File: src/sv/cfa_pkg.sv
`default_nettype none
package cfa_pkg;

  localparam int MaxFrames = 1024;
  localparam int IdxW      = $clog2(MaxFrames);
  localparam int CntW      = 11;
  localparam int FrameW    = 20;
  localparam int StatW     = 3;
  localparam int CfgIdxW   = 2;

  localparam logic [CntW-1:0] MaxFramesC = CntW'(MaxFrames);

  // per-frame codes
  localparam logic [1:0] FsInacc = 2'b00;
  localparam logic [1:0] FsHead  = 2'b01;
  localparam logic [1:0] FsUsed  = 2'b10;
  localparam logic [1:0] FsFree  = 2'b11;

  // operations
  localparam logic [1:0] OpAlloc   = 2'd0;
  localparam logic [1:0] OpRelease = 2'd1;
  localparam logic [1:0] OpMark    = 2'd2;
  localparam logic [1:0] OpInit    = 2'd3;

  // status codes
  localparam logic [StatW-1:0] StOk      = 3'd0;
  localparam logic [StatW-1:0] StNoRun   = 3'd1;
  localparam logic [StatW-1:0] StNotHead = 3'd2;
  localparam logic [StatW-1:0] StOutside = 3'd3;
  localparam logic [StatW-1:0] StTooMany = 3'd4;

  // config register indexes
  localparam logic [CfgIdxW-1:0] CfgBase  = 2'd0;
  localparam logic [CfgIdxW-1:0] CfgCount = 2'd1;
  localparam logic [CfgIdxW-1:0] CfgSelf  = 2'd2;

  typedef enum logic [2:0] {
    IDX_HOLD, IDX_ZERO, IDX_START, IDX_INC, IDX_HEAD
  } idx_sel_e;

  typedef enum logic [2:0] {
    RUN_HOLD, RUN_ZERO, RUN_INC, RUN_DEC, RUN_CNT, RUN_CNTM1
  } run_sel_e;

  typedef enum logic [1:0] {
    FR_HOLD, FR_INC, FR_DEC, FR_INIT
  } free_sel_e;

  typedef struct packed {
    logic             load;
    idx_sel_e         idx_sel;
    run_sel_e         run_sel;
    logic             mem_rd;
    logic             mem_wr;
    logic [1:0]       wr_state;
    free_sel_e        free_sel;
    logic             set_status;
    logic [StatW-1:0] status_code;
    logic             set_result;
  } cfa_cmd_t;

  typedef struct packed {
    logic [1:0] op;
    logic [1:0] rdata;
    logic       cnt_gt_free;
    logic       cnt_zero;
    logic       pool_empty;
    logic       rel_out;
    logic       mark_out;
    logic       run_hit;
    logic       run_one;
    logic       run_zero;
    logic       idx_last;
    logic       idx_max;
    logic       reserve;
  } cfa_stat_t;

endpackage
`default_nettype wire

File: src/sv/cfa_datapath.sv
`default_nettype none
module cfa_datapath
  import cfa_pkg::*;
(
  input  wire logic              clk_i,
  input  wire logic              rst_ni,
  input  wire logic              cfg_we_i,
  input  wire logic [CfgIdxW-1:0] cfg_index_i,
  input  wire logic [FrameW-1:0] cfg_data_i,
  input  wire logic [1:0]        operation_i,
  input  wire logic [FrameW-1:0] frame_number_i,
  input  wire logic [CntW-1:0]   frame_count_i,
  input  wire cfa_cmd_t          cmd_i,
  output cfa_stat_t              stat_o,
  output logic [FrameW-1:0]      result_frame_o,
  output logic [StatW-1:0]       status_o,
  output logic [CntW-1:0]        free_frames_o
);

  logic [FrameW-1:0] base_q;
  logic [CntW-1:0]   pcount_q;
  logic              self_q;
  logic [CntW-1:0]   free_q, free_d;
  logic [IdxW-1:0]   idx_q, idx_d;
  logic [CntW-1:0]   run_q, run_d;
  logic [1:0]        op_q;
  logic [FrameW-1:0] fno_q;
  logic [CntW-1:0]   cnt_q;
  logic [1:0]        rdata_q;
  logic [FrameW-1:0] result_q;
  logic [StatW-1:0]  status_q;
  logic [1:0]        mem [MaxFrames];

  logic [CntW-1:0]   n;
  logic [FrameW:0]   pool_end;
  logic [FrameW:0]   mark_end;
  logic [IdxW-1:0]   start;
  logic [IdxW-1:0]   head;
  logic [CntW-1:0]   idx_ext;
  logic              reserve;

  assign n        = (pcount_q < MaxFramesC) ? pcount_q : MaxFramesC;
  assign pool_end = {1'b0, base_q} + (FrameW+1)'(n);
  assign mark_end = {1'b0, fno_q} + (FrameW+1)'(cnt_q);
  assign start    = IdxW'(fno_q - base_q);
  assign head     = idx_q - cnt_q[IdxW-1:0] + IdxW'(1);
  assign idx_ext  = {1'b0, idx_q};
  assign reserve  = self_q && (n != '0);

  always_comb begin
    stat_o.op          = op_q;
    stat_o.rdata       = rdata_q;
    stat_o.cnt_gt_free = cnt_q > free_q;
    stat_o.cnt_zero    = cnt_q == '0;
    stat_o.pool_empty  = n == '0;
    stat_o.rel_out     = (fno_q < base_q) || ({1'b0, fno_q} >= pool_end);
    stat_o.mark_out    = (fno_q < base_q) || (mark_end > pool_end);
    stat_o.run_hit     = (run_q + CntW'(1)) == cnt_q;
    stat_o.run_one     = run_q == CntW'(1);
    stat_o.run_zero    = run_q == '0;
    stat_o.idx_last    = (idx_ext + CntW'(1)) == n;
    stat_o.idx_max     = idx_q == IdxW'(MaxFrames - 1);
    stat_o.reserve     = reserve;
  end

  always_comb begin
    case (cmd_i.idx_sel)
      IDX_ZERO:  idx_d = '0;
      IDX_START: idx_d = (op_q == OpMark || op_q == OpRelease) ? start : '0;
      IDX_INC:   idx_d = idx_q + IdxW'(1);
      IDX_HEAD:  idx_d = head;
      default:   idx_d = idx_q;
    endcase
    case (cmd_i.run_sel)
      RUN_ZERO:  run_d = '0;
      RUN_INC:   run_d = run_q + CntW'(1);
      RUN_DEC:   run_d = run_q - CntW'(1);
      RUN_CNT:   run_d = cnt_q;
      RUN_CNTM1: run_d = cnt_q - CntW'(1);
      default:   run_d = run_q;
    endcase
    case (cmd_i.free_sel)
      FR_INC:  free_d = (free_q < MaxFramesC) ? free_q + CntW'(1) : free_q;
      FR_DEC:  free_d = (free_q != '0) ? free_q - CntW'(1) : free_q;
      FR_INIT: free_d = reserve ? n - CntW'(1) : n;
      default: free_d = free_q;
    endcase
  end

  always_ff @(posedge clk_i or negedge rst_ni) begin
    if (!rst_ni) begin
      base_q   <= '0;
      pcount_q <= MaxFramesC;
      self_q   <= 1'b1;
      free_q   <= MaxFramesC;
      idx_q    <= '0;
      run_q    <= '0;
    end else begin
      if (cfg_we_i) begin
        case (cfg_index_i)
          CfgBase:  base_q   <= cfg_data_i;
          CfgCount: pcount_q <= cfg_data_i[CntW-1:0];
          CfgSelf:  self_q   <= cfg_data_i[0];
          default:  ;
        endcase
      end
      free_q <= free_d;
      idx_q  <= idx_d;
      run_q  <= run_d;
    end
  end

  always_ff @(posedge clk_i) begin
    if (cmd_i.load) begin
      op_q     <= operation_i;
      fno_q    <= frame_number_i;
      cnt_q    <= frame_count_i;
      result_q <= '0;
      status_q <= StOk;
    end else begin
      if (cmd_i.set_status) status_q <= cmd_i.status_code;
      if (cmd_i.set_result) result_q <= base_q + FrameW'(idx_q);
    end
  end

  // frame state store, one port
  always_ff @(posedge clk_i) begin
    if (cmd_i.mem_wr) mem[idx_q] <= cmd_i.wr_state;
    if (cmd_i.mem_rd) rdata_q <= mem[idx_q];
  end

  assign result_frame_o = result_q;
  assign status_o       = status_q;
  assign free_frames_o  = free_q;

endmodule
`default_nettype wire

File: src/sv/cfa_ctrl.sv
`default_nettype none
module cfa_ctrl
  import cfa_pkg::*;
(
  input  wire logic      clk_i,
  input  wire logic      rst_ni,
  input  wire logic      in_valid_i,
  output logic           in_stall_o,
  output logic           out_valid_o,
  input  wire logic      out_stall_i,
  input  wire cfa_stat_t stat_i,
  output cfa_cmd_t       cmd_o
);

  typedef enum logic [15:0] {
    S_CLR  = 16'h0001,
    S_IDLE = 16'h0002,
    S_CHK  = 16'h0004,
    S_ARD  = 16'h0008,
    S_AEV  = 16'h0010,
    S_AWH  = 16'h0020,
    S_AWU  = 16'h0040,
    S_RRD  = 16'h0080,
    S_REV  = 16'h0100,
    S_WRD  = 16'h0200,
    S_WEV  = 16'h0400,
    S_MRD  = 16'h0800,
    S_MEV  = 16'h1000,
    S_INI  = 16'h2000,
    S_IH0  = 16'h4000,
    S_OUT  = 16'h8000
  } state_e;

  state_e state_q, state_d;

  assign in_stall_o  = state_q != S_IDLE;
  assign out_valid_o = state_q == S_OUT;

  always_comb begin
    state_d           = state_q;
    cmd_o             = '0;
    cmd_o.idx_sel     = IDX_HOLD;
    cmd_o.run_sel     = RUN_HOLD;
    cmd_o.free_sel    = FR_HOLD;
    cmd_o.status_code = StOk;
    cmd_o.wr_state    = FsFree;
    case (state_q)
      S_CLR, S_INI: begin
        cmd_o.mem_wr  = 1'b1;
        cmd_o.idx_sel = IDX_INC;
        if (stat_i.idx_max) begin
          if (state_q == S_CLR) state_d = S_IDLE;
          else if (stat_i.reserve) state_d = S_IH0;
          else state_d = S_OUT;
        end
      end
      S_IH0: begin
        cmd_o.mem_wr   = 1'b1;
        cmd_o.wr_state = FsHead;
        state_d        = S_OUT;
      end
      S_IDLE: begin
        if (in_valid_i) begin
          cmd_o.load = 1'b1;
          state_d    = S_CHK;
        end
      end
      S_CHK: begin
        cmd_o.idx_sel = IDX_START;
        cmd_o.run_sel = RUN_ZERO;
        cmd_o.set_status = 1'b1;
        case (stat_i.op)
          OpAlloc: begin
            if (stat_i.cnt_gt_free) begin
              cmd_o.status_code = StTooMany;
              state_d = S_OUT;
            end else if (stat_i.cnt_zero || stat_i.pool_empty) begin
              cmd_o.status_code = StNoRun;
              state_d = S_OUT;
            end else begin
              state_d = S_ARD;
            end
          end
          OpRelease: begin
            if (stat_i.rel_out) begin
              cmd_o.status_code = StOutside;
              state_d = S_OUT;
            end else begin
              state_d = S_RRD;
            end
          end
          OpMark: begin
            cmd_o.run_sel = RUN_CNT;
            if (stat_i.mark_out) begin
              cmd_o.status_code = StOutside;
              state_d = S_OUT;
            end else if (stat_i.cnt_zero) begin
              state_d = S_OUT;
            end else begin
              state_d = S_MRD;
            end
          end
          default: begin
            cmd_o.free_sel = FR_INIT;
            state_d = S_INI;
          end
        endcase
      end
      S_ARD: begin
        cmd_o.mem_rd = 1'b1;
        state_d = S_AEV;
      end
      S_AEV: begin
        if (stat_i.rdata == FsFree && stat_i.run_hit) begin
          cmd_o.idx_sel = IDX_HEAD;
          cmd_o.run_sel = RUN_CNTM1;
          state_d = S_AWH;
        end else if (stat_i.idx_last) begin
          cmd_o.set_status  = 1'b1;
          cmd_o.status_code = StNoRun;
          state_d = S_OUT;
        end else begin
          cmd_o.run_sel = (stat_i.rdata == FsFree) ? RUN_INC : RUN_ZERO;
          cmd_o.idx_sel = IDX_INC;
          state_d = S_ARD;
        end
      end
      S_AWH: begin
        cmd_o.mem_wr     = 1'b1;
        cmd_o.wr_state   = FsHead;
        cmd_o.free_sel   = FR_DEC;
        cmd_o.set_result = 1'b1;
        cmd_o.idx_sel    = IDX_INC;
        state_d = stat_i.run_zero ? S_OUT : S_AWU;
      end
      S_AWU: begin
        cmd_o.mem_wr   = 1'b1;
        cmd_o.wr_state = FsUsed;
        cmd_o.free_sel = FR_DEC;
        cmd_o.idx_sel  = IDX_INC;
        cmd_o.run_sel  = RUN_DEC;
        if (stat_i.run_one) state_d = S_OUT;
      end
      S_RRD: begin
        cmd_o.mem_rd = 1'b1;
        state_d = S_REV;
      end
      S_REV: begin
        if (stat_i.rdata != FsHead) begin
          cmd_o.set_status  = 1'b1;
          cmd_o.status_code = StNotHead;
          state_d = S_OUT;
        end else begin
          cmd_o.mem_wr   = 1'b1;
          cmd_o.free_sel = FR_INC;
          cmd_o.idx_sel  = IDX_INC;
          state_d = stat_i.idx_last ? S_OUT : S_WRD;
        end
      end
      S_WRD: begin
        cmd_o.mem_rd = 1'b1;
        state_d = S_WEV;
      end
      S_WEV: begin
        if (stat_i.rdata == FsUsed) begin
          cmd_o.mem_wr   = 1'b1;
          cmd_o.free_sel = FR_INC;
          cmd_o.idx_sel  = IDX_INC;
          state_d = stat_i.idx_last ? S_OUT : S_WRD;
        end else begin
          state_d = S_OUT;
        end
      end
      S_MRD: begin
        cmd_o.mem_rd = 1'b1;
        state_d = S_MEV;
      end
      S_MEV: begin
        cmd_o.mem_wr   = 1'b1;
        cmd_o.wr_state = FsInacc;
        cmd_o.free_sel = (stat_i.rdata == FsFree) ? FR_DEC : FR_HOLD;
        cmd_o.idx_sel  = IDX_INC;
        cmd_o.run_sel  = RUN_DEC;
        state_d = stat_i.run_one ? S_OUT : S_MRD;
      end
      S_OUT: begin
        if (!out_stall_i) state_d = S_IDLE;
      end
      default: state_d = S_IDLE;
    endcase
  end

  always_ff @(posedge clk_i or negedge rst_ni) begin
    if (!rst_ni) begin
      state_q <= S_CLR;
    end else begin
      state_q <= state_d;
    end
  end

endmodule
`default_nettype wire

File: src/sv/contiguous_frame_allocator.sv
`default_nettype none
// channel   direction  handshake               payload
// in        to block   in_valid_i/in_stall_o    operation_i, frame_number_i, frame_count_i
// out       from block out_valid_o/out_stall_i  result_frame_o, status_o, free_frames_o
// cfg       to block   cfg_valid_i/cfg_ready_o  cfg_index_i, cfg_data_i
//
// one operation at a time; the single-port frame state store sets the pace
// allocate scans frames for a free run, then writes the run that it claims
// release and mark visit frames in turn from the given frame; initialize rewrites every frame
// after reset a clearing pass writes every frame free, in_stall_o high
// the result is held in registers until out_stall_i drops; cfg is always ready
module contiguous_frame_allocator
  import cfa_pkg::*;
(
  input  wire logic               clk_i,
  input  wire logic               rst_ni,
  input  wire logic               in_valid_i,
  output logic                    in_stall_o,
  input  wire logic [1:0]         operation_i,
  input  wire logic [FrameW-1:0]  frame_number_i,
  input  wire logic [CntW-1:0]    frame_count_i,
  output logic                    out_valid_o,
  input  wire logic               out_stall_i,
  output logic [FrameW-1:0]       result_frame_o,
  output logic [StatW-1:0]        status_o,
  output logic [CntW-1:0]         free_frames_o,
  input  wire logic               cfg_valid_i,
  output logic                    cfg_ready_o,
  input  wire logic [CfgIdxW-1:0] cfg_index_i,
  input  wire logic [FrameW-1:0]  cfg_data_i
);

  cfa_cmd_t  cmd;
  cfa_stat_t stat;

  // config writes land whenever offered; only legal while idle
  assign cfg_ready_o = 1'b1;

  cfa_ctrl u_ctrl (
    .clk_i       (clk_i),
    .rst_ni      (rst_ni),
    .in_valid_i  (in_valid_i),
    .in_stall_o  (in_stall_o),
    .out_valid_o (out_valid_o),
    .out_stall_i (out_stall_i),
    .stat_i      (stat),
    .cmd_o       (cmd)
  );

  cfa_datapath u_dp (
    .clk_i          (clk_i),
    .rst_ni         (rst_ni),
    .cfg_we_i       (cfg_valid_i && cfg_ready_o),
    .cfg_index_i    (cfg_index_i),
    .cfg_data_i     (cfg_data_i),
    .operation_i    (operation_i),
    .frame_number_i (frame_number_i),
    .frame_count_i  (frame_count_i),
    .cmd_i          (cmd),
    .stat_o         (stat),
    .result_frame_o (result_frame_o),
    .status_o       (status_o),
    .free_frames_o  (free_frames_o)
  );

  // no new transfer while a result waits
  a_out_blocks_in: assert property (@(posedge clk_i) disable iff (!rst_ni)
    out_valid_o |-> in_stall_o)
    else $error("input taken while result pending");

  // free count saturates at the store depth
  a_free_bound: assert property (@(posedge clk_i) disable iff (!rst_ni)
    free_frames_o <= MaxFramesC)
    else $error("free count above store depth");

  // failed operations report no frame
  a_fail_zero: assert property (@(posedge clk_i) disable iff (!rst_ni)
    (out_valid_o && status_o != StOk) |-> result_frame_o == '0)
    else $error("frame reported on failure");

endmodule
`default_nettype wire
File: config.mk
export PLATFORM = sky130hd
export DESIGN_NAME = contiguous_frame_allocator
export DESIGN_NICKNAME = d
export VERILOG_FILES = /design/src/sv/cfa_pkg.sv /design/src/sv/cfa_datapath.sv /design/src/sv/cfa_ctrl.sv /design/src/sv/contiguous_frame_allocator.sv
export SDC_FILE = /design/constraint.sdc
export NUM_CORES = 2
export LEC_CHECK = 0
export BUFFER_PORTS_ARGS = -buffer_cell sky130_fd_sc_hd__buf_2
export CORE_AREA = 3 3 466 468
export CTS_CLUSTER_SIZE = 20
export DETAILED_ROUTE_END_ITERATION = 10
export DIE_AREA = 0 0 469 471
export PLACE_DENSITY_LB_ADDON = 0.12
export RECOVER_POWER = 100
export SYNTH_ARGS = -nofsm -noshare
export SYNTH_HDL_FRONTEND = slang
export SYNTH_SLANG_ARGS = --single-unit
File: constraint.sdc
create_clock -name clk_i -period 36.1 [get_ports clk_i]
set_input_delay 5.415 -clock clk_i [delete_from_list [all_inputs] [get_ports clk_i]]
set_output_delay 5.415 -clock clk_i [all_outputs]
set_load 0.005 [all_outputs]
==> results.md <==
* DR iter-0 viols at 5607
* P per Cell Area at 61.79 mW/mm²
* WL final at 263.9 mm
* Period utilization at 54.19%
* Post-CTS Setup Repair Bufs at 0
* First drt pass iteration count at 5
* Initial Util at between 40 and 50%
* Port-buffer cells at 95
* Post-synthesis cell type count at 84
* Relative slew slack at -405.3%
* Placer congestion estimate at ~0.85
* Hold WC Path Type: reg -> reg
* Fin crit period at 19.56 ns
* Worst-path cell with the longest stage delay: clkbuf_1
* Max FO, Critical Path at 179
* Placed insts at 8522
* Unrepaired setup endpoints after global routing: no
* Final hold viol count at 0
* CP startpoint kind: flop
* Max Cap Viol at 67
* Largest net degree at the start of global routing at between 150 and 200
* Max Clock Skew at around 0.044 ns
* Setup TNS at 0 ns
* Top cells by area, synth: edfxtp_1 67%, mux4_2 12%, nor2_1 4.5%, dfrtp_1 2.0%, ha_1 1.8%
* Slew Viols, Final at 3446
* Failing checks: capacitance limit, slew limit
* Crit-path cells: nor4_1 -> and2_0 -> nand3_1 -> nor3b_1 -> or2_0 -> clkinvlp_2 -> clkbuf_1 -> clkbuf_1 -> clkbuf_1 -> clkbuf_1
* Status: finished, violations left
* CTS Sinks at 2186
* Synth warn at 0
* Vias in the first global route at between 50000 and 60000
* Peak VDD IR at just under 0.05 mV
* Total power at approximately 6500 µW
* Ports at 97
* FMAX at 0.05112 GHz
* Pre-CTS setup slack at 28.66 ns
* WP data required at between 30 and 40 ns
* Overall routing resource usage at 23.75%
* Final nets at roughly 6100
* First-pass GRT wire length at 381.2 mm
* Vias/cell at 6.014
* Synthesized area at 0.09385 mm²
* CTS HTree Levels at 4
* CP peak stage delay at 5.21 ns
* Post-synth top flop: edfxtp_1
* Layout Area Growth over Synthesis at 11.28%
* CP Capture Type: flop
* Cts bufs inserted at approximately 220
* Gr ovfl total at 0
* Most used cell, CP: clkbuf_1
* Fill cells at 18280
* Setup Viol. Count Final at 0
* CTS Hold Bufs at 0
* Max Root-Sink Buffers at 3
* CTS tree: built
* Mapped Cells at roughly 5900
* Final Non-Filler Cells at 8947
* CP Class: reg -> reg
* Count leader, synth: edfxtp_1
* Clock transition at path regs at 0.06 ns
* DP HPWL at around 150 mm
* Routed Antenna Nets at 0
* Worst endpoint data arrival time at about 20 ns
* Skew-Pair Late Insertion Delay at 0.88 ns
* Initial antenna violation count at 13
* Post-synth EDFFs at 2083
* Fin worst setup slack at 16.54 ns
* Via count at 53810
* Core ar. at 0.2140 mm²
* Die width at 469 µm
* Commonest cells in the netlist: 2083 x edfxtp_1, 1137 x nor2_1, 514 x mux4_2
* Row count at 170
* WL/cell at between 20 and 30 µm
* Syn_area_per_cell at 15.91 µm²
* Async S/R FF share, synth at 3.660%
* Die H at 471 µm
* Worst hold margin at 0.4480 ns
* Syn Nets at between 6000 and 7000
* Seq/Total Area, Yosys at around 69%
* Top-area cell type share of the netlist area at 66.65%
* DRC Markers at 0
* Lkg Pwr at 0.03734 µW
* Root Driver: clkbuf_16
* Yosys top cell by area: edfxtp_1
* Post-CTS Resized at 0
* Synth Register Bits at 2186
* Worst-Margin Slew at 7.579 ns
* DIE AREA at roughly 0.22 mm²
* Layout cell share with drive strength beyond 1 at between 15 and 20%
[layer usage]
| layer | wire [µm] | track usage, % | vias up | part of all wire (%) |
|---|---|---|---|---|
| li1 | - | - | 23140 | - |
| met1 | 110900 | 33.03 | 28350 | 42 |
| met2 | 129600 | 39.26 | 1954 | 49 |
| met3 | 16480 | 3.352 | 355 | 6.2 |
| met4 | 6914 | 6.590 | 2 | 2.6 |
| met5 | 13 | 0 | - | 0.0049 |
[cell families (layout without fill, tap and decap cells)]
kind of cell	count (synthesis)	in the layout	synth area share, %
buffers and inverters	522	727	2.212
other	1	7	0.003996
muxes	536	536	12.59
AOI/OAI and AO/OA	708	708	5.262
and+or+nand+nor	1691	1691	7.673
xor gates and xnor gates	110	110	1.027
DFF	2186	2186	69.28
adders and majority gates	144	144	1.949
[layout by cell type (no fill, tap or decap), types with 41 or more instances in the layout]
cell type  synthesis  routed
a21oi_1          100     100
a221oi_1          41      41
a22o_1            41      41
a22oi_1          190     190
buf_2             63      62
buf_4              6      75
clkbuf_1         333     130
clkbuf_16          0     227
clkinv_1           4      54
clkinv_2           0      42
dfrtp_1           76      73
edfxtp_1        2083    2083
ha_1             135     135
inv_1             77      76
mux4_2           514     514
nand2_1          194     194
nand3_1           64      50
nand4_1           79      79
nor2_1          1137    1135
nor3_1            42      41
o21ai_0          116     116
xnor2_1           84      84
[final cells by class]
| cell class | instances | area [µm²] | area share, % |
|---|---|---|---|
| Antenna cell | 6 | 15.01 | 0.01438 |
| Clock buffer | 277 | 5896 | 5.645 |
| Clock inverter | 142 | 1355 | 1.298 |
| Inverter | 81 | 305.3 | 0.2923 |
| Multi-Input combinational cell | 3190 | 26980 | 25.83 |
| Sequential cell | 2186 | 65030 | 62.27 |
| Tap cell | 2838 | 3551 | 3.400 |
| Timing Repair Buffer | 227 | 1309 | 1.253 |
[sequential cells by signal, indices dropped and copies added (netlist names), 3 cells and up]
signal	cells
u_ctrl.state_q	16
u_dp.base_q	20
u_dp.cnt_q	11
u_dp.fno_q	20
u_dp.free_frames_o	11
u_dp.idx_q	10
u_dp.mem	2048
u_dp.pcount_q	11
u_dp.result_frame_o	20
u_dp.run_q	11
u_dp.status_o	3
[final timing paths]
path / startpoint / to / cells after the start / slack (ns)
worst max-delay path: u_ctrl.state_q[0] / u_dp.mem[473][0] / 10 / 16.54
worst min-delay path: u_dp.result_frame_o[0] / u_dp.result_frame_o[0] / 2 / 0.45
worst max register to register: u_ctrl.state_q[0] / u_dp.mem[473][0] / 10 / 16.54
worst min register to register: u_dp.result_frame_o[0] / u_dp.result_frame_o[0] / 2 / 0.45
max in group asynchronous: rst_ni / u_dp.idx_q[1] / 2 / 26.72
min in group asynchronous: rst_ni / u_ctrl.state_q[3] / 1 / 4.79
[per-stage QoR]
| step | util (%) | cell area [µm²] |
|---|---|---|
| 2_1_floorplan | - | 93850 |
| 3_3_place_gp | 45.64 | 97660 |
| 3_5_place_dp | 45.64 | 97660 |
| 4_1_cts | 49.03 | 104900 |
| 5_1_grt | 48.80 | 104400 |
| 6_report | 48.81 | 104400 |
[worst max-delay path, delay by kind of cell, from the launching register on]
family        cells  cell delay [ns]
flops             1             0.63
simple gates      5             1.09
buf+inv           5            16.60
[power breakdown]
part	internal, µW	total [µW]	switching, µW
Combinational	459	1290	830
Clock	1300	2290	992
Sequential	2780	2870	94.0
Total	4540	6450	1920
Power figures use the tool's default switching activity.
